===== src/hdl/box_filter_downscaler_assert.svh =====
// ----------------------------------------------------------------------------
// Box filter downscaler assertion macros
// Clocked on clock, disabled while reset is high.
// ----------------------------------------------------------------------------
`ifndef BOX_FILTER_DOWNSCALER_ASSERT_SVH
`define BOX_FILTER_DOWNSCALER_ASSERT_SVH

// property must hold at every clock edge out of reset
`define BFD_ASSERT(label, prop, msg) \
   label: assert property (@(posedge clock) disable iff (reset) prop) \
      else $error(msg);

// expression must never be true out of reset
`define BFD_ASSERT_NEVER(label, expr, msg) \
   label: assert property (@(posedge clock) disable iff (reset) !(expr)) \
      else $error(msg);

`endif


===== src/hdl/bfd_pkg.sv =====
// ----------------------------------------------------------------------------
// bfd_pkg
// Shared types and constants of the box filter downscaler.
// ----------------------------------------------------------------------------
`default_nettype none

package bfd_pkg;

   localparam int PIX_W       = 8;
   localparam int CHAN_N      = 4;
   localparam int SIZE_W      = 14;
   localparam int POS_W       = 13;
   localparam int TGT_W_REG_W = 12;
   localparam int CSR_INDEX_W = 3;
   localparam int CSR_DATA_W  = 14;
   localparam int QUEUE_DEPTH = 8;
   localparam int QPTR_W      = $clog2(QUEUE_DEPTH);
   localparam int QCNT_W      = $clog2(QUEUE_DEPTH + 1);

   localparam logic [SIZE_W-1:0] SOURCE_LIMIT = 14'd8192;

   localparam logic [CSR_INDEX_W-1:0] REG_SOURCE_WIDTH  = 3'd0;
   localparam logic [CSR_INDEX_W-1:0] REG_SOURCE_HEIGHT = 3'd1;
   localparam logic [CSR_INDEX_W-1:0] REG_TARGET_WIDTH  = 3'd2;
   localparam logic [CSR_INDEX_W-1:0] REG_TARGET_HEIGHT = 3'd3;
   localparam logic [CSR_INDEX_W-1:0] REG_FOUR_CHANNELS = 3'd4;

   typedef struct packed {
      logic [PIX_W-1:0] in_chan0;
      logic [PIX_W-1:0] in_chan1;
      logic [PIX_W-1:0] in_chan2;
      logic [PIX_W-1:0] in_chan3;
   } req_type;

   typedef struct packed {
      logic [PIX_W-1:0] out_chan0;
      logic [PIX_W-1:0] out_chan1;
      logic [PIX_W-1:0] out_chan2;
      logic [PIX_W-1:0] out_chan3;
      logic             image_done;
   } rsp_type;

   typedef struct packed {
      logic busy;
      logic restart;
   } ctl_type;

   typedef enum logic [2:0] {
      SU_LOAD,
      SU_SCALE,
      SU_AREA,
      SU_RECIP,
      SU_IDLE
   } setup_state_type;

endpackage

`default_nettype wire


===== src/hdl/bfd_mean.sv =====
// ----------------------------------------------------------------------------
// bfd_mean
// Four-lane box mean: reciprocal multiply with one-step correction.
// ----------------------------------------------------------------------------
`default_nettype none

module bfd_mean #(
   parameter int MAX_SCALE = 16
) (
   input  wire logic                           clock,
   input  wire logic                           reset,
   input  wire logic                           in_valid,
   input  wire logic [bfd_pkg::CHAN_N-1:0]
                     [$clog2(((1 << bfd_pkg::PIX_W) - 1) * MAX_SCALE * MAX_SCALE + 1)-1:0]
                                               in_sums,
   input  wire logic                           in_done,
   input  wire logic [$clog2(MAX_SCALE*MAX_SCALE+1)-1:0] area,
   input  wire logic [$clog2(((1 << bfd_pkg::PIX_W) - 1) * MAX_SCALE * MAX_SCALE + 1):0]
                                               recip,
   output      logic                           out_valid,
   output      bfd_pkg::rsp_type               out_pixel
);
   import bfd_pkg::*;

   localparam int AREA_W = $clog2(MAX_SCALE * MAX_SCALE + 1);
   localparam int SUM_W  = $clog2(((1 << PIX_W) - 1) * MAX_SCALE * MAX_SCALE + 1);
   localparam int RCP_W  = SUM_W + 1;
   localparam int PRD_W  = SUM_W + RCP_W;
   localparam int QA_W   = PIX_W + AREA_W;

   typedef logic [CHAN_N-1:0][SUM_W-1:0] sum_vec_type;

   logic                         p1_valid_ff, p2_valid_ff, out_valid_ff;
   logic                         p1_done_ff, p2_done_ff;
   logic [CHAN_N-1:0][PRD_W-1:0] p1_prod_ff;
   sum_vec_type                  p1_sum_ff, p2_sum_ff, p2_qa_ff, rem;
   logic [CHAN_N-1:0][PIX_W-1:0] p2_q_ff, q_fix;
   rsp_type                      out_ff;

   always_ff @(posedge clock) begin
      if (reset) begin
         p1_valid_ff  <= 1'b0;
         p2_valid_ff  <= 1'b0;
         out_valid_ff <= 1'b0;
      end else begin
         p1_valid_ff  <= in_valid;
         p2_valid_ff  <= p1_valid_ff;
         out_valid_ff <= p2_valid_ff;
      end
   end

   always_ff @(posedge clock) begin
      for (int c = 0; c < CHAN_N; c++) begin
         p1_prod_ff[c] <= PRD_W'(in_sums[c]) * PRD_W'(recip);
         p2_q_ff[c]    <= p1_prod_ff[c][SUM_W +: PIX_W];
         p2_qa_ff[c]   <= SUM_W'(QA_W'(p1_prod_ff[c][SUM_W +: PIX_W]) * QA_W'(area));
      end
      p1_sum_ff  <= in_sums;
      p1_done_ff <= in_done;
      p2_sum_ff  <= p1_sum_ff;
      p2_done_ff <= p1_done_ff;
      out_ff     <= {q_fix[0], q_fix[1], q_fix[2], q_fix[3], p2_done_ff};
   end

   // estimate is low by at most one
   always_comb begin
      for (int c = 0; c < CHAN_N; c++) begin
         rem[c]   = p2_sum_ff[c] - p2_qa_ff[c];
         q_fix[c] = p2_q_ff[c] + PIX_W'(rem[c] >= SUM_W'(area));
      end
   end

   assign out_valid = out_valid_ff;
   assign out_pixel = out_ff;

endmodule

`default_nettype wire


===== config.mk =====
export PLATFORM = sky130hd
export DESIGN_NAME = bfd_mean
export DESIGN_NICKNAME = d
export VERILOG_FILES = /design/src/hdl/box_filter_downscaler_assert.svh /design/src/hdl/bfd_pkg.sv /design/src/hdl/bfd_mean.sv
export SDC_FILE = /design/constraint.sdc
export NUM_CORES = 2
export LEC_CHECK = 0
export BUFFER_PORTS_ARGS = -buffer_cell sky130_fd_sc_hd__buf_2
export CAP_MARGIN = 30
export CORE_MARGIN = 3
export CORE_UTILIZATION = 48
export DETAILED_ROUTE_END_ITERATION = 16
export PLACE_DENSITY_LB_ADDON = 0.25
export SETUP_SLACK_MARGIN = 0.15
export SLEW_MARGIN = 20
export SYNTH_ARGS = -nofsm -noshare
export SYNTH_HDL_FRONTEND = slang
export SYNTH_SLANG_ARGS = --single-unit

===== constraint.sdc =====
create_clock -name clock -period 8.5 [get_ports clock]
set_input_delay 0 -clock clock [delete_from_list [all_inputs] [get_ports clock]]
set_output_delay 0 -clock clock [all_outputs]
set_load 0.01 [all_outputs]

==> metrics.md <==
| Metric | Value |
|---|---|
| Post-Synthesis Cells | `5013` |
| Final hold violations | `0` |
| Pin count of the biggest net entering global routing | `65` |
| Nets | `6530` |
| Detailed placement HPWL | `85.5 mm` |
| Die Y | `around 310 um` |
| I/O pins | `128` |
| Largest area contributor in the netlist | `fa_1` |
| Syn nets | `6467` |
| RSZ-0062 raised after global routing | `false` |
| Drt drc | `0` |
| DR pass1 iterations | `6` |
| Area growth, synth to finish | `8.13%` |
| WS Path Type | `input pin to register` |
| Global Route Usage Sum | `between 20 and 25%` |
| Post-synthesis sequential area ratio | `12.9%` |
| Synth Warn # | `0` |
| Filler Cell Count | `about 8700` |
| Yosys top cell area share | `37.7%` |
| CTS Buf Count | `35` |
| Clock Path Buffers | `3` |
| Die Footprint | `roughly 100000 um^2` |
| Final WL | `114 mm` |
| Antenna viol nets, final | `0` |
| Synth Flop Type | `dfxtp_1` |
| Max-cap violation count | `0` |
| Final Cycle Share | `69.5%` |
| Number of synthesized register bits | `294` |
| Reg clk slew, reported paths | `around 70 ps` |
| Initial DRC count | `around 1700` |
| Top post-synthesis cells by area | `fa_1, ha_1, dfxtp_1, inv_1, and2_1` |
| Routed len/inst | `18.0 um` |
| Avg Inst Size Synth | `9.11 um^2` |
| Row count | `112` |
| Via/cell ratio | `5.15` |
| Initial antenna violation count | `2` |
| First-pass GRT wire length | `roughly 190 mm` |
| Number of global-route vias before repair | `35289` |
| Status | `complete, no violations` |
| # setup viols final | `0` |
| Worst hold-check path type | `input pin to register` |
| Die Wd | `315 um` |
| Post-cts sizing count | `0` |
| Clock sinks | `294` |
| Fmax | `approximately 170 MHz` |
| WP data required | `8930 ps` |
| Via count | `about 33000` |
| Final GP Congestion | `approximately 0.87` |
| Setup TNS | `0 ps` |
| Tmin final | `a little under 6000 ps` |
| Worst slew margin | `31.2%` |
| Synth cell types | `58` |
| Post-synth EDFFs | `0` |
| CP endpoint kind | `register` |
| Share of cells above drive strength 1 | `~4.7%` |
| CP max FO | `30` |
| Worst-skew pair later-pin latency | `550 ps` |
| Fraction of registers with async set/reset | `0%` |
| CTS tree | `built` |
| Least-Margin Pin Slew | `~1000 ps` |
| Post-Syn Area | `45700 um^2` |
| CTS Root Cell | `clkbuf_16` |
| Fin. max-slew vios | `0` |
| Total gr overflow | `0` |
| Startpoint Class | `input pin` |
| Initial core utilization | `48.7%` |
| Data arrival time of the worst path | `6340 ps` |
| Clk_skew | `23.9 ps` |
| Core ar. | `93900 um^2` |
| Number of port buffers | `between 100 and 150` |
| CTS H-tree lvls | `2` |
-- critical path, stage by stage --
cell and delay (ps):
buf_2 610, buf_4 480, nand2_1 130, fa_1 500, fa_1 520, fa_1 530
inv_1 60, fa_1 490, fa_1 490, inv_1 50, fa_1 470, inv_1 40
ha_1 300, a21o_1 200, a21oi_1 180, o21ai_0 160, a2111oi_0 360, a21boi_0 300
nor2_1 120, a21o_1 190, xor2_1 130
-- cell usage after synthesis (5+ instances only) --
master and instances:
buf_1 5, nor2b_1 20, nand3_1 33, o21ai_0 50, o22ai_1 7, fa_1 860, o21bai_1 11, xor2_1 50
and2_1 556, a2111oi_0 6, a41oi_1 5, xnor2_1 169, clkbuf_1 193, dfxtp_1 294, ha_1 500, o211ai_1 9
nand2_1 734, a21oi_1 89, nand2b_1 15, nor2_1 78, nand4_1 17, a21boi_0 13, or3_1 14, and3_1 12
or2_2 9, nor3_1 29, a31oi_1 8, a21o_1 32, o21a_1 18, inv_1 1112, o31ai_1 8
-- cell usage in the layout (no fill, tap or decap), types with 67 or more instances in the layout --
cell | netlist | routed
xnor2_1 | 169 | 169
fa_1 | 860 | 860
dlygate4sd3_1 | 0 | 67
ha_1 | 500 | 500
inv_1 | 1112 | 1112
and2_1 | 556 | 556
dfxtp_1 | 294 | 294
buf_2 | 1 | 127
nand2_1 | 734 | 734
nor2_1 | 78 | 78
a21oi_1 | 89 | 89
-- what timing repair did --
action | CTS | global route
setup buffers | 0 | 0
hold buffers | 67 | 0
hold endpoints to repair | 68 | 0
-- flip-flops by register name, summed over array words and instances, names as in the netlist, 32 cells and up --
| register | flops |
|---|---|
| out_pixel | 33 |
| p2_qa_ff | 64 |
| p2_sum_ff | 64 |
| p2_q_ff | 32 |
| p1_prod_ff | 32 |
| p1_sum_ff | 64 |
-- final timing paths --
kind                                      from         endpoint  slack [ps]  depth (start not counted)
worst max register to register  p1_prod_ff[51]     p2_qa_ff[30]        3800                         14
worst min register to register   p1_sum_ff[14]    p2_sum_ff[14]         320                          0
worst max-delay path                 recip[10]  p1_prod_ff[121]        2600                         21
worst min-delay path                   area[0]     p2_qa_ff[48]          50                          3
-- routing by layer --
| layer | up-vias | part of all wire [%] | global-route usage [%] |
|---|---|---|---|
| li1 | 15017 | - | - |
| met1 | 16463 | 45 | 33.8 |
| met2 | 1001 | 45 | 38.8 |
| met3 | 221 | 6.9 | 4.03 |
| met4 | 0 | 2.7 | 6.58 |
| met5 | - | 0 | 0 |
-- through the flow --
| step | util [%] | worst slack, ps | hold slack [ps] | instance area, um^2 | std cells |
|---|---|---|---|---|---|
| after floorplan | - | 2950 | 27.7 | 45700 | 5013 |
| after global placement | 50.5 | 2160 | 103 | 47400 | 6226 |
| after detailed placement | 50.5 | 2070 | 109 | 47400 | 6226 |
| after CTS | 52.6 | 2650 | 28.9 | 49400 | 6354 |
| after global routing | 52.6 | 2320 | 77.3 | 49400 | 6354 |
| final | 52.6 | 2600 | 53.7 | 49400 | 6356 |
-- final cells by class --
type,instances,area [um^2],area share [%]
multi-input cells,3408,34900,70.6
inverters,1112,4170,8.45
clock inverters,21,343,0.694
repair buffers,225,1590,3.22
clock buffers,40,957,1.94
diodes,2,5.00,0.0101
flip-flops and latches,294,5890,11.9
well taps,1254,1570,3.18
-- cell families (layout without fill, tap and decap cells) --
logic type               count (synthesis)  count (layout)  share of synthesized area [%]
buffers and inverters                 1311            1398                           10.8
AND/OR/NAND/NOR                       1527            1527                           16.3
AO/OA/AOI/OAI                          296             296                           4.31
adder cells (fa/ha/maj)               1360            1360                           51.4
flip-flops                             294             294                           12.9
other                                    0               2                              0
multiplexers                             6               6                          0.140
XOR/XNOR                               219             219                           4.20
Power is left out: the tool's default activity adds up to more than one toggle a clock period on the data nets, which glitch-free logic cannot reach.
