--- src/hdl/box_filter_downscaler_assert.svh ---
// ----------------------------------------------------------------------------
// Box filter downscaler assertion macros
// Clocked on clock, disabled while reset is high.
// ----------------------------------------------------------------------------
`ifndef BOX_FILTER_DOWNSCALER_ASSERT_SVH
`define BOX_FILTER_DOWNSCALER_ASSERT_SVH

// property must hold at every clock edge out of reset
`define BFD_ASSERT(label, prop, msg) \
   label: assert property (@(posedge clock) disable iff (reset) prop) \
      else $error(msg);

// expression must never be true out of reset
`define BFD_ASSERT_NEVER(label, expr, msg) \
   label: assert property (@(posedge clock) disable iff (reset) !(expr)) \
      else $error(msg);

`endif

--- src/hdl/bfd_pkg.sv ---
// ----------------------------------------------------------------------------
// bfd_pkg
// Shared types and constants of the box filter downscaler.
// ----------------------------------------------------------------------------
`default_nettype none

package bfd_pkg;

   localparam int PIX_W       = 8;
   localparam int CHAN_N      = 4;
   localparam int SIZE_W      = 14;
   localparam int POS_W       = 13;
   localparam int TGT_W_REG_W = 12;
   localparam int CSR_INDEX_W = 3;
   localparam int CSR_DATA_W  = 14;
   localparam int QUEUE_DEPTH = 8;
   localparam int QPTR_W      = $clog2(QUEUE_DEPTH);
   localparam int QCNT_W      = $clog2(QUEUE_DEPTH + 1);

   localparam logic [SIZE_W-1:0] SOURCE_LIMIT = 14'd8192;

   localparam logic [CSR_INDEX_W-1:0] REG_SOURCE_WIDTH  = 3'd0;
   localparam logic [CSR_INDEX_W-1:0] REG_SOURCE_HEIGHT = 3'd1;
   localparam logic [CSR_INDEX_W-1:0] REG_TARGET_WIDTH  = 3'd2;
   localparam logic [CSR_INDEX_W-1:0] REG_TARGET_HEIGHT = 3'd3;
   localparam logic [CSR_INDEX_W-1:0] REG_FOUR_CHANNELS = 3'd4;

   typedef struct packed {
      logic [PIX_W-1:0] in_chan0;
      logic [PIX_W-1:0] in_chan1;
      logic [PIX_W-1:0] in_chan2;
      logic [PIX_W-1:0] in_chan3;
   } req_type;

   typedef struct packed {
      logic [PIX_W-1:0] out_chan0;
      logic [PIX_W-1:0] out_chan1;
      logic [PIX_W-1:0] out_chan2;
      logic [PIX_W-1:0] out_chan3;
      logic             image_done;
   } rsp_type;

   typedef struct packed {
      logic busy;
      logic restart;
   } ctl_type;

   typedef enum logic [2:0] {
      SU_LOAD,
      SU_SCALE,
      SU_AREA,
      SU_RECIP,
      SU_IDLE
   } setup_state_type;

endpackage

`default_nettype wire

--- src/hdl/bfd_outq.sv ---
// ----------------------------------------------------------------------------
// bfd_outq
// Result queue between the mean pipeline and the response channel.
// ----------------------------------------------------------------------------
`default_nettype none
`include "box_filter_downscaler_assert.svh"

module bfd_outq (
   input  wire logic             clock,
   input  wire logic             reset,
   input  wire logic             push_valid,
   input  wire bfd_pkg::rsp_type push_data,
   input  wire logic             pop,
   output      logic             head_valid,
   output      bfd_pkg::rsp_type head_data
);
   import bfd_pkg::*;

   rsp_type           slot_ff [QUEUE_DEPTH];
   logic [QPTR_W-1:0] wr_ptr_ff, rd_ptr_ff;
   logic [QCNT_W-1:0] count_ff;

   always_ff @(posedge clock) begin
      if (reset) begin
         wr_ptr_ff <= '0;
         rd_ptr_ff <= '0;
         count_ff  <= '0;
      end else begin
         if (push_valid) wr_ptr_ff <= wr_ptr_ff + QPTR_W'(1);
         if (pop)        rd_ptr_ff <= rd_ptr_ff + QPTR_W'(1);
         count_ff <= count_ff + QCNT_W'(push_valid) - QCNT_W'(pop);
      end
   end

   always_ff @(posedge clock) begin
      if (push_valid) slot_ff[wr_ptr_ff] <= push_data;
   end

   assign head_valid = (count_ff != '0);
   assign head_data  = slot_ff[rd_ptr_ff];

   `BFD_ASSERT_NEVER(a_no_overflow, push_valid && !pop && (count_ff == QCNT_W'(QUEUE_DEPTH)), "result queue overflow")
   `BFD_ASSERT_NEVER(a_no_underflow, pop && (count_ff == '0), "result queue underflow")

endmodule

`default_nettype wire

--- config.mk ---
export PLATFORM = sky130hd
export DESIGN_NAME = bfd_outq
export DESIGN_NICKNAME = d
export VERILOG_FILES = /design/src/hdl/bfd_pkg.sv /design/src/hdl/bfd_outq.sv
export VERILOG_INCLUDE_DIRS = /design/src /design/src/hdl
export SDC_FILE = /design/constraint.sdc
export NUM_CORES = 1
export LEC_CHECK = 0
export BUFFER_PORTS_ARGS = -buffer_cell sky130_fd_sc_hd__buf_4
export CELL_PAD_IN_SITES_DETAIL_PLACEMENT = 1
export CELL_PAD_IN_SITES_GLOBAL_PLACEMENT = 1
export CORE_ASPECT_RATIO = 1.25
export CORE_UTILIZATION = 53
export DETAILED_ROUTE_END_ITERATION = 10
export GPL_TIMING_DRIVEN = 0
export PLACE_DENSITY = 0.77
export REMOVE_ABC_BUFFERS = 1
export SYNTH_ARGS = -nofsm -noshare
export SYNTH_HDL_FRONTEND = slang
export SYNTH_SLANG_ARGS = --single-unit
--- constraint.sdc ---
create_clock -name clock -period 4 [get_ports clock]
set_input_delay 0.2 -clock clock [delete_from_list [all_inputs] [get_ports clock]]
set_output_delay 0.2 -clock clock [all_outputs]
set_load 0.05 [all_outputs]
==> results of run 1 <==
==> sequential cells by signal (all words and copies together) (netlist names), named ones only <==
register and flops:
count_ff 4, rd_ptr_ff 3, slot_ff 264, wr_ptr_ff 3
==> per-stage QoR <==
step / area, µm² / cells / util [%] / setup slack, ns / hold slack (ns)
floorplan: 10400 / 430 / - / -0.00340 / 0.267
global placement: 11300 / 765 / 57.9 / -1.52 / 0.428
detailed placement: 11600 / 782 / 59.7 / 1.61 / 0.432
CTS: 12900 / 864 / 66.0 / 1.05 / 0.440
global route: 12900 / 864 / 66.0 / 0.948 / 0.452
finish: 12900 / 864 / 66.0 / 1.12 / 0.459
==> synth_stat cells <==
cell / n / area, µm²
clkbuf_1: 6 / 22.5
a31o_2: 1 / 8.76
xor2_1: 3 / 26.3
nand2_1: 4 / 15.0
nor2_1: 16 / 60.1
nand3_1: 2 / 10.0
inv_1: 7 / 26.3
fa_1: 1 / 20.0
buf_6: 4 / 45.0
mux2i_1: 2 / 20.0
nor3_1: 2 / 10.0
nor2b_1: 1 / 6.26
buf_8: 1 / 15.0
buf_2: 6 / 30.0
xnor2_1: 2 / 17.5
clkbuf_2: 1 / 5.00
mux4_1: 7 / 184
mux2_2: 33 / 372
nand2b_1: 4 / 25.0
dfxtp_1: 13 / 260
a21oi_1: 2 / 10.0
ha_1: 7 / 87.6
dlygate4sd1_1: 1 / 8.76
mux4_2: 59 / 1330
edfxtp_1: 264 / 7930
==> power by group through the flow <==
stage          combinational, mW  clock (mW)  sequential, mW
5_1_grt                    0.893        2.65            3.32
6_report                   0.845        2.51            3.32
2_1_floorplan              0.518           0            3.39
3_3_place_gp               0.727           0            3.41
4_1_cts                    0.852        2.56            3.32
3_5_place_dp               0.817           0            3.38
==> per-layer routing <==
metal  routed length, µm  vias up  GRT usage, %
li1                    -     2146             -
met1                8850     2618          31.1
met2               11700      153          39.3
met3                1120       24          3.15
met4                 267        0          5.03
met5                   0        -             0
==> timing repair <==
action / CTS / global route
hold buffers: 36 / 0
hold endpoints to repair: 276 / 0
buffers inserted: 0 / 0
==> cell type report <==
| class | count | share of cell area [%] |
|---|---|---|
| Clock buffer | 31 | 5.37 |
| Clock inverter | 15 | 1.40 |
| Inverter | 7 | 0.204 |
| Multi-Input combinational cell | 146 | 17.5 |
| Sequential cell | 277 | 63.8 |
| Tap cell | 265 | 2.58 |
| Timing Repair Buffer | 123 | 9.14 |
==> critical path, delay by kind of cell, from the launching register on <==
family / cells / cell delay [ns]
multiplexers: 2 / 0.92
flip-flops: 1 / 0.66
buffers and inverters: 2 / 0.56
==> worst paths after layout <==
kind	slack, ns	cells after the start	endpoint	from
worst min register to register	0.55	2	wr_ptr_ff[2]	wr_ptr_ff[2]
worst min-delay path	0.46	2	slot_ff[5][32]	push_data[32]
worst max-delay path	1.12	4	head_data[0]	register
worst max register to register	2.00	5	slot_ff[4][9]	wr_ptr_ff[2]
==> logic make-up after synthesis <==
group / share of synthesized area, %
mux: 18.1
compound gates: 0.178
flops: 77.7
xor+xnor: 0.416
fa+ha+maj: 1.02
simple gates: 1.20
buf+inv: 1.45
==> impl_metrics.env, run 1 <==
export IMPL_status="complete, no violations"
export IMPL_diodes=0
export IMPL_cp_cell_sequence="buf_16 -> mux4_1 -> mux2_2 -> buf_4"
export IMPL_setup_worst_path_class="register to output port"
export IMPL_slew_violations=0
export IMPL_dieArea_um2=20500
export IMPL_leakagePower_nw=4.20
export IMPL_h_tree_depth=1
export IMPL_die_x_um=128
export IMPL_routed_wl_um=21900
export IMPL_drt_first_pass_iters=6
export IMPL_ant_nets=0
export IMPL_switching_share_pct=23.5
export IMPL_grt_pass1_wl_um=33700
export IMPL_arrival_ns=2.68
export IMPL_drv_cap=0
export IMPL_crit_required_ns=3.80
export IMPL_synth_seq_cells=277
export IMPL_overflow=0
export IMPL_drive_above_1_share_pct=38.6
export IMPL_ys_types=25
export IMPL_tns_ns=0
export IMPL_num_vias=4941
export IMPL_viasPerCell=5.72
export IMPL_share_seq_of_total_power_pct=49.7
export IMPL_yosysWarningCount=0
export IMPL_cts_tree="done"
export IMPL_antenna_found_initial=0
export IMPL_syn2layout_area_growth_pct=22.0
export IMPL_p_comb_share_pct=12.7
export IMPL_clockPowerShare_pct=37.6
export IMPL_ys_seq_area_share_pct=77.7
export IMPL_rsz0062_at_grt="false"
export IMPL_slew_headroom_pct=48.0
export IMPL_skew_ns=0.00917
export IMPL_die_h_um=160
export IMPL_clk_path_buf_depth=3
export IMPL_syn_area_per_cell_um2=23.5
export IMPL_synth_cells=449
export IMPL_clkLatencyLatePin_ns=0.52
export IMPL_internal_power_mw=5.10
export IMPL_slowest_stage="dfxtp_4"
export IMPL_rows=57
export IMPL_ctsResizeCount=0
export IMPL_critPathMaxStageDelay_ns=0.66
export IMPL_hold_violations=0
export IMPL_grt_pass1_vias=5459
export IMPL_power_density_nw_per_um2=519
export IMPL_io_buffer_count=70
export IMPL_min_period_over_period_pct=72.0
export IMPL_numCtsBuffers=26
export IMPL_most_common_layout_cells="264 x edfxtp_1, 70 x buf_4, 59 x mux4_2, 36 x dlygate4sd3_1, 33 x mux2_2"
export IMPL_hp_class="input pin to register"
export IMPL_setup_viol=0
export IMPL_cp_max_fo=44
export IMPL_switching_power_mw=1.56
export IMPL_place_congestion=0.693
export IMPL_min_period_ns=2.88
export IMPL_worstMarginPinSlew_ns=0.776
export IMPL_dr_first_iter_drc_count=319
export IMPL_routedWlPerCell_um=25.4
export IMPL_core_um2=19500
export IMPL_ios=71
export IMPL_finalPower_mw=6.67
export IMPL_fin_nets=626
export IMPL_cts_num_sinks=277
export IMPL_root_buffer="clkbuf_16"
export IMPL_endpoint_kind="output port"
export IMPL_syn_area_um2=10500
export IMPL_drcViolationCount=0
export IMPL_start_util_pct=54.1
export IMPL_n_fill_cell=1562
export IMPL_dp_hpwl_um=13000
export IMPL_grt_max_degree=45
export IMPL_vdd_drop_max_mv=0.424
export IMPL_seqCellArea_um2=8200
export IMPL_track_usage_pct=22.8
export IMPL_critPathLaunchType="register"
export IMPL_multi_input_area_um2=2260
export IMPL_final_common_cell="edfxtp_1"
export IMPL_clk_pin_slew_ns=0.06
export IMPL_fmax_ghz=0.347
No activity file was read; power rests on OpenSTA's default activity.
==> run 2: changes to the inputs <==
--- a/config.mk
+++ b/config.mk
@@ -10,10 +10,10 @@
 export CELL_PAD_IN_SITES_DETAIL_PLACEMENT = 1
 export CELL_PAD_IN_SITES_GLOBAL_PLACEMENT = 1
 export CORE_ASPECT_RATIO = 1.25
-export CORE_UTILIZATION = 53
+export CORE_UTILIZATION = 48
 export DETAILED_ROUTE_END_ITERATION = 10
 export GPL_TIMING_DRIVEN = 0
-export PLACE_DENSITY = 0.77
+export PLACE_DENSITY = 0.73
 export REMOVE_ABC_BUFFERS = 1
 export SYNTH_ARGS = -nofsm -noshare
 export SYNTH_HDL_FRONTEND = slang
==> constraint.sdc (replaced) <==
create_clock -name clock -period 2.4 [get_ports clock]
set_input_delay 0.12 -clock clock [delete_from_list [all_inputs] [get_ports clock]]
set_output_delay 0.12 -clock clock [all_outputs]
set_load 0.05 [all_outputs]
==> run 2 against run 1 <==
Compared with the run above:
- hold slack got worse by 0.078 ns
- largest power group unchanged
- first-iteration DRC count fell by 3.8%
- utilization fell by 5.3 points
- wire length rose by 0.15%
- worst setup slack got worse by 1.1 ns
- power rose by 65%
- non-clock buffer count rose by 11
- critical endpoint unchanged
- combinational power rose by 79%
==> impl_metrics.env, run 2 (same netlist as run 1, synthesis figures left out) <==
export IMPL_worstMarginPinSlew_ns=0.889
export IMPL_grt_max_degree=61
export IMPL_overflow=0
export IMPL_cp_cell_sequence="buf_12 -> buf_16 -> mux4_1 -> mux2_2 -> buf_6"
export IMPL_viasPerCell=5.52
export IMPL_critPathMaxStageDelay_ns=0.55
export IMPL_place_congestion=0.651
export IMPL_top_register="slot_ff"
export IMPL_die_x_um=135
export IMPL_cp_max_fo=10
export IMPL_grt_pass1_wl_um=32700
export IMPL_leakagePower_nw=4.29
export IMPL_largest_register_ffs=264
export IMPL_switching_share_pct=23.7
export IMPL_ios=71
export IMPL_dieArea_um2=22600
export IMPL_crit_required_ns=2.28
export IMPL_switching_power_mw=2.60
export IMPL_fin_nets=636
export IMPL_min_period_over_period_pct=97.5
export IMPL_place_ws_ns=0.0540
export IMPL_drv_cap=0
export IMPL_rsz0062_at_grt="true"
export IMPL_path_buf_inv=3
export IMPL_hold_violations=0
export IMPL_cts_num_sinks=277
export IMPL_power_density_nw_per_um2=841
export IMPL_clk_pin_slew_ns=0.06
export IMPL_slew_violations=0
export IMPL_n_fill_cell=1781
export IMPL_arrival_ns=2.22
export IMPL_num_vias=4902
export IMPL_endpoint_kind="output port"
export IMPL_root_buffer="clkbuf_16"
export IMPL_clkLatencyLatePin_ns=0.51
export IMPL_critPathLaunchType="register"
export IMPL_internal_power_mw=8.40
export IMPL_holdWs_ns=0.381
export IMPL_r2r_start="wr_ptr_ff[2]"
export IMPL_h_tree_depth=1
export IMPL_p_comb_share_pct=13.7
export IMPL_die_h_um=168
export IMPL_core_um2=21500
export IMPL_worst_slack_ns=0.0598
export IMPL_drcViolationCount=0
export IMPL_hp_class="input pin to register"
export IMPL_start_util_pct=48.9
export IMPL_clockPowerShare_pct=36.2
export IMPL_skew_ns=0.00993
export IMPL_slew_headroom_pct=40.6
export IMPL_cts_tree="done"
export IMPL_slowest_stage="mux4_1"
export IMPL_syn2layout_area_growth_pct=24.1
export IMPL_clk_path_buf_depth=3
export IMPL_most_common_layout_cells="264 x edfxtp_1, 62 x buf_4, 60 x mux4_2, 37 x dlygate4sd3_1, 32 x mux2_2"
export IMPL_antenna_found_initial=0
export IMPL_status="complete, no violations"
export IMPL_setup_worst_path_class="register to output port"
export IMPL_cp_top_family="multiplexers"
export IMPL_setup_viol=0
export IMPL_track_usage_pct=20.1
export IMPL_numCtsBuffers=25
export IMPL_reg_top3="slot_ff (264), count_ff (4)"
export IMPL_fmax_ghz=0.427
export IMPL_dr_first_iter_drc_count=307
export IMPL_io_buffer_count=70
export IMPL_diodes=0
export IMPL_routed_wl_um=22000
export IMPL_vdd_drop_max_mv=0.571
export IMPL_rows=60
export IMPL_routedWlPerCell_um=24.7
export IMPL_grt_pass1_vias=5442
export IMPL_seqCellArea_um2=8200
export IMPL_share_seq_of_total_power_pct=50.0
export IMPL_drt_first_pass_iters=4
export IMPL_multi_input_area_um2=2260
export IMPL_final_common_cell="edfxtp_1"
export IMPL_dp_hpwl_um=12600
export IMPL_min_period_ns=2.34
export IMPL_hp_start="push_data[1]"
export IMPL_ant_nets=0
export IMPL_drive_above_1_share_pct=39.7
## run 2: cell count changes in the layout (fill, tap and decap cells not counted), moves of 3 or more
cell      previous run  this run
buf_16               2         5
buf_6                7        18
clkbuf_8             0         3
buf_4               70        62
## run 2: what timing repair did
action / CTS / global route
endpoints found under the setup margin: 33 / 31
hold endpoints to repair: 276 / 0
buffers inserted: 4 / 1
resized for setup: 3 / 12
gates cloned: 2 / 2
hold buffers: 37 / 0
## run 2: per-stage QoR
| step | cell area, µm² | TNS [ns] | instances | util, % | power, mW |
|---|---|---|---|---|---|
| floorplan | 10400 | -102.31 | 430 | - | 6.51 |
| global placement | 11300 | -632.66 | 779 | 52.4 | 6.91 |
| detailed placement | 11700 | 0 | 797 | 54.1 | 6.98 |
| CTS | 13000 | -0.409 | 885 | 60.2 | 11.1 |
| global route | 13100 | -0.0144 | 888 | 60.7 | 11.3 |
| finish | 13100 | 0 | 888 | 60.7 | 11.0 |
## run 2: final cells by class
class / instances / share of cell area [%]
clock inverters: 12 / 0.947
clock buffers: 33 / 5.40
multi-input cells: 146 / 17.2
repair buffers: 134 / 10.9
well taps: 279 / 2.67
inverters: 7 / 0.201
flip-flops and latches: 277 / 62.7
## run 2: worst paths after layout
check,endpoint,slack (ns),depth (start not counted)
setup / recovery,head_data[0],0.06,5
hold / removal,slot_ff[0][1],0.38,2
setup reg to reg,slot_ff[4][20],0.42,4
hold reg to reg,register,0.56,2
## run 2: power groups by stage
stage	logic, mW	clock network [mW]	registers (mW)
floorplan	0.864	0	5.64
global placement	1.22	0	5.69
detailed placement	1.35	0	5.63
CTS	1.49	4.07	5.50
global route	1.61	4.22	5.51
finish	1.51	3.99	5.50
## run 2: metal layers
| layer | vias up | part of all wire [%] | global-route usage, % |
|---|---|---|---|
| met4 | 0 | 2.0 | 5.62 |
| met1 | 2593 | 41 | 25.2 |
| met3 | 30 | 4.2 | 3.03 |
| met2 | 121 | 53 | 36.1 |
| met5 | - | 0 | 0 |
| li1 | 2158 | - | - |
==> run 3: changes to the inputs <==
--- a/config.mk
+++ b/config.mk
@@ -10,10 +10,10 @@
 export CELL_PAD_IN_SITES_DETAIL_PLACEMENT = 1
 export CELL_PAD_IN_SITES_GLOBAL_PLACEMENT = 1
 export CORE_ASPECT_RATIO = 1.25
-export CORE_UTILIZATION = 48
+export CORE_UTILIZATION = 57
 export DETAILED_ROUTE_END_ITERATION = 10
 export GPL_TIMING_DRIVEN = 0
-export PLACE_DENSITY = 0.73
+export PLACE_DENSITY = 0.82
 export REMOVE_ABC_BUFFERS = 1
 export SYNTH_ARGS = -nofsm -noshare
 export SYNTH_HDL_FRONTEND = slang
==> constraint.sdc (replaced) <==
create_clock -name clock -period 2.75 [get_ports clock]
set_input_delay 0.1375 -clock clock [delete_from_list [all_inputs] [get_ports clock]]
set_output_delay 0.1375 -clock clock [all_outputs]
set_load 0.05 [all_outputs]
==> run 3 against run 2 <==
Compared with the run above:
- via count is 4.9% higher
- clock skew is 0.00062 ns lower
- sequential share of layout area is 1.3 points higher
- largest power group unchanged
==> impl_metrics.env, run 3 (same netlist as run 1, synthesis figures left out) <==
export IMPL_status="complete, no violations"
export IMPL_dr_first_iter_drc_count=450
export IMPL_io_buffer_count=70
export IMPL_root_buffer="clkbuf_16"
export IMPL_crit_required_ns=2.61
export IMPL_syn2layout_area_growth_pct=21.6
export IMPL_critPathLaunchType="register"
export IMPL_cp_max_fo=40
export IMPL_hp_class="input pin to register"
export IMPL_hp_start="push_data[20]"
export IMPL_clk_pin_slew_ns=0.07
export IMPL_h_tree_depth=1
export IMPL_place_congestion=0.650
export IMPL_cp_top_family="multiplexers"
export IMPL_grt_pass1_vias=5724
export IMPL_dieArea_um2=19000
export IMPL_die_x_um=124
export IMPL_critPathMaxStageDelay_ns=0.63
export IMPL_min_period_over_period_pct=92.5
export IMPL_ctsResizeCount=0
export IMPL_largest_register_ffs=264
export IMPL_reg_top3="slot_ff (264), count_ff (4)"
export IMPL_routedWlPerCell_um=29.7
export IMPL_vdd_drop_max_mv=0.533
export IMPL_slew_headroom_pct=44.4
export IMPL_worst_slack_ns=0.206
export IMPL_top_register="slot_ff"
export IMPL_grt_pass1_wl_um=36500
export IMPL_endpoint_kind="output port"
export IMPL_holdWs_ns=0.388
export IMPL_viasPerCell=6.16
export IMPL_clkLatencyLatePin_ns=0.54
export IMPL_worstMarginPinSlew_ns=0.829
export IMPL_rsz0062_at_grt="false"
export IMPL_cts_num_sinks=277
export IMPL_fin_util_pct=70.8
export IMPL_final_common_cell="edfxtp_1"
export IMPL_finalPower_mw=9.42
export IMPL_core_um2=18100
export IMPL_power_density_nw_per_um2=735
export IMPL_ant_nets=0
export IMPL_skew_ns=0.00932
export IMPL_place_ws_ns=0.385
export IMPL_num_vias=5140
export IMPL_path_buf_inv=2
export IMPL_most_common_layout_cells="264 x edfxtp_1, 72 x buf_4, 59 x mux4_2, 37 x dlygate4sd3_1, 33 x mux2_2"
export IMPL_clk_path_buf_depth=3
export IMPL_ff2ff_setup_slack_ns=0.55
export IMPL_slowest_stage="dfxtp_4"
export IMPL_routed_wl_um=24800
export IMPL_diodes=0
export IMPL_grt_max_degree=41
export IMPL_antenna_found_initial=0
export IMPL_r2r_start="wr_ptr_ff[2]"
export IMPL_dp_hpwl_um=13300
export IMPL_drcViolationCount=0
export IMPL_min_period_ns=2.54
export IMPL_arrival_ns=2.41
export IMPL_leakagePower_nw=4.21
export IMPL_slew_violations=0
export IMPL_fmax_ghz=0.393
export IMPL_drt_first_pass_iters=4
export IMPL_setup_viol=0
export IMPL_overflow=0
export IMPL_drive_above_1_share_pct=38.1
export IMPL_numCtsBuffers=27
export IMPL_fin_nets=634
export IMPL_setup_worst_path_class="register to output port"
export IMPL_die_h_um=154
export IMPL_start_util_pct=58.2
export IMPL_rows=55
export IMPL_cts_tree="done"
export IMPL_drv_cap=0
export IMPL_ios=71
export IMPL_hold_violations=0
export IMPL_track_usage_pct=27.7
export IMPL_cp_cell_sequence="buf_12 -> mux4_2 -> mux2_2 -> buf_4"
## run 3: changes by cell type in the layout (fill, tap and decap cells not counted), moves of 2 or more
cell	delta
buf_4	+10
clkinv_2	+2
clkinv_1	+3
buf_12	-2
clkbuf_8	-3
buf_6	-9
clkbuf_1	+5
bufinv_16	-2
clkinvlp_4	-3
## run 3: path summary, 6_finish.rpt
check,to,cells past startpoint
max,head_data[12],4
min,slot_ff[0][20],2
min reg2reg,wr_ptr_ff[2],2
max reg2reg,slot_ff[0][1],6
## run 3: per-layer routing
layer,wire [µm],GRT usage [%]
met1,9580,36.3
met2,13100,46.8
met3,1410,4.41
met4,704,10.2
met5,0,0
## run 3: worst register-to-register path, delay by kind of cell (launching register included)
| family | cells | cell delay (ns) |
|---|---|---|
| and+or+nand+nor | 2 | 0.84 |
| buffers and inverters | 4 | 0.74 |
| DFF | 1 | 0.33 |
## run 3: metrics by stage
stage	area [µm²]	TNS [ns]	std cells
after global routing	12800	0	835
after detailed placement	11600	0	746
after CTS	12800	0	835
after global placement	11200	-469.53	728
final	12800	0	835
after floorplan	10400	-68.24	430
## run 3: cell type report
class | instances | area, µm²
Inverter | 7 | 26.3
Clock inverter | 11 | 53.8
Fill cell | 1403 | 5280
Clock buffer | 36 | 709
Tap cell | 228 | 285
Multi-Input combinational cell | 146 | 2260
Sequential cell | 277 | 8200
Timing Repair Buffer | 130 | 1290
## run 3: what timing repair did
| action | CTS | global route |
|---|---|---|
| setup endpoints to repair | 20 | 0 |
| setup buffers | 5 | 0 |
| hold buffers | 37 | 0 |
| hold endpoints to repair | 276 | 0 |
## run 3: where the power goes
part | internal [mW] | switching (mW) | total (mW)
combinational | 0.535 | 0.753 | 1.29
clock | 1.80 | 1.51 | 3.32
sequential | 4.75 | 0.0664 | 4.82
total | 7.09 | 2.33 | 9.42
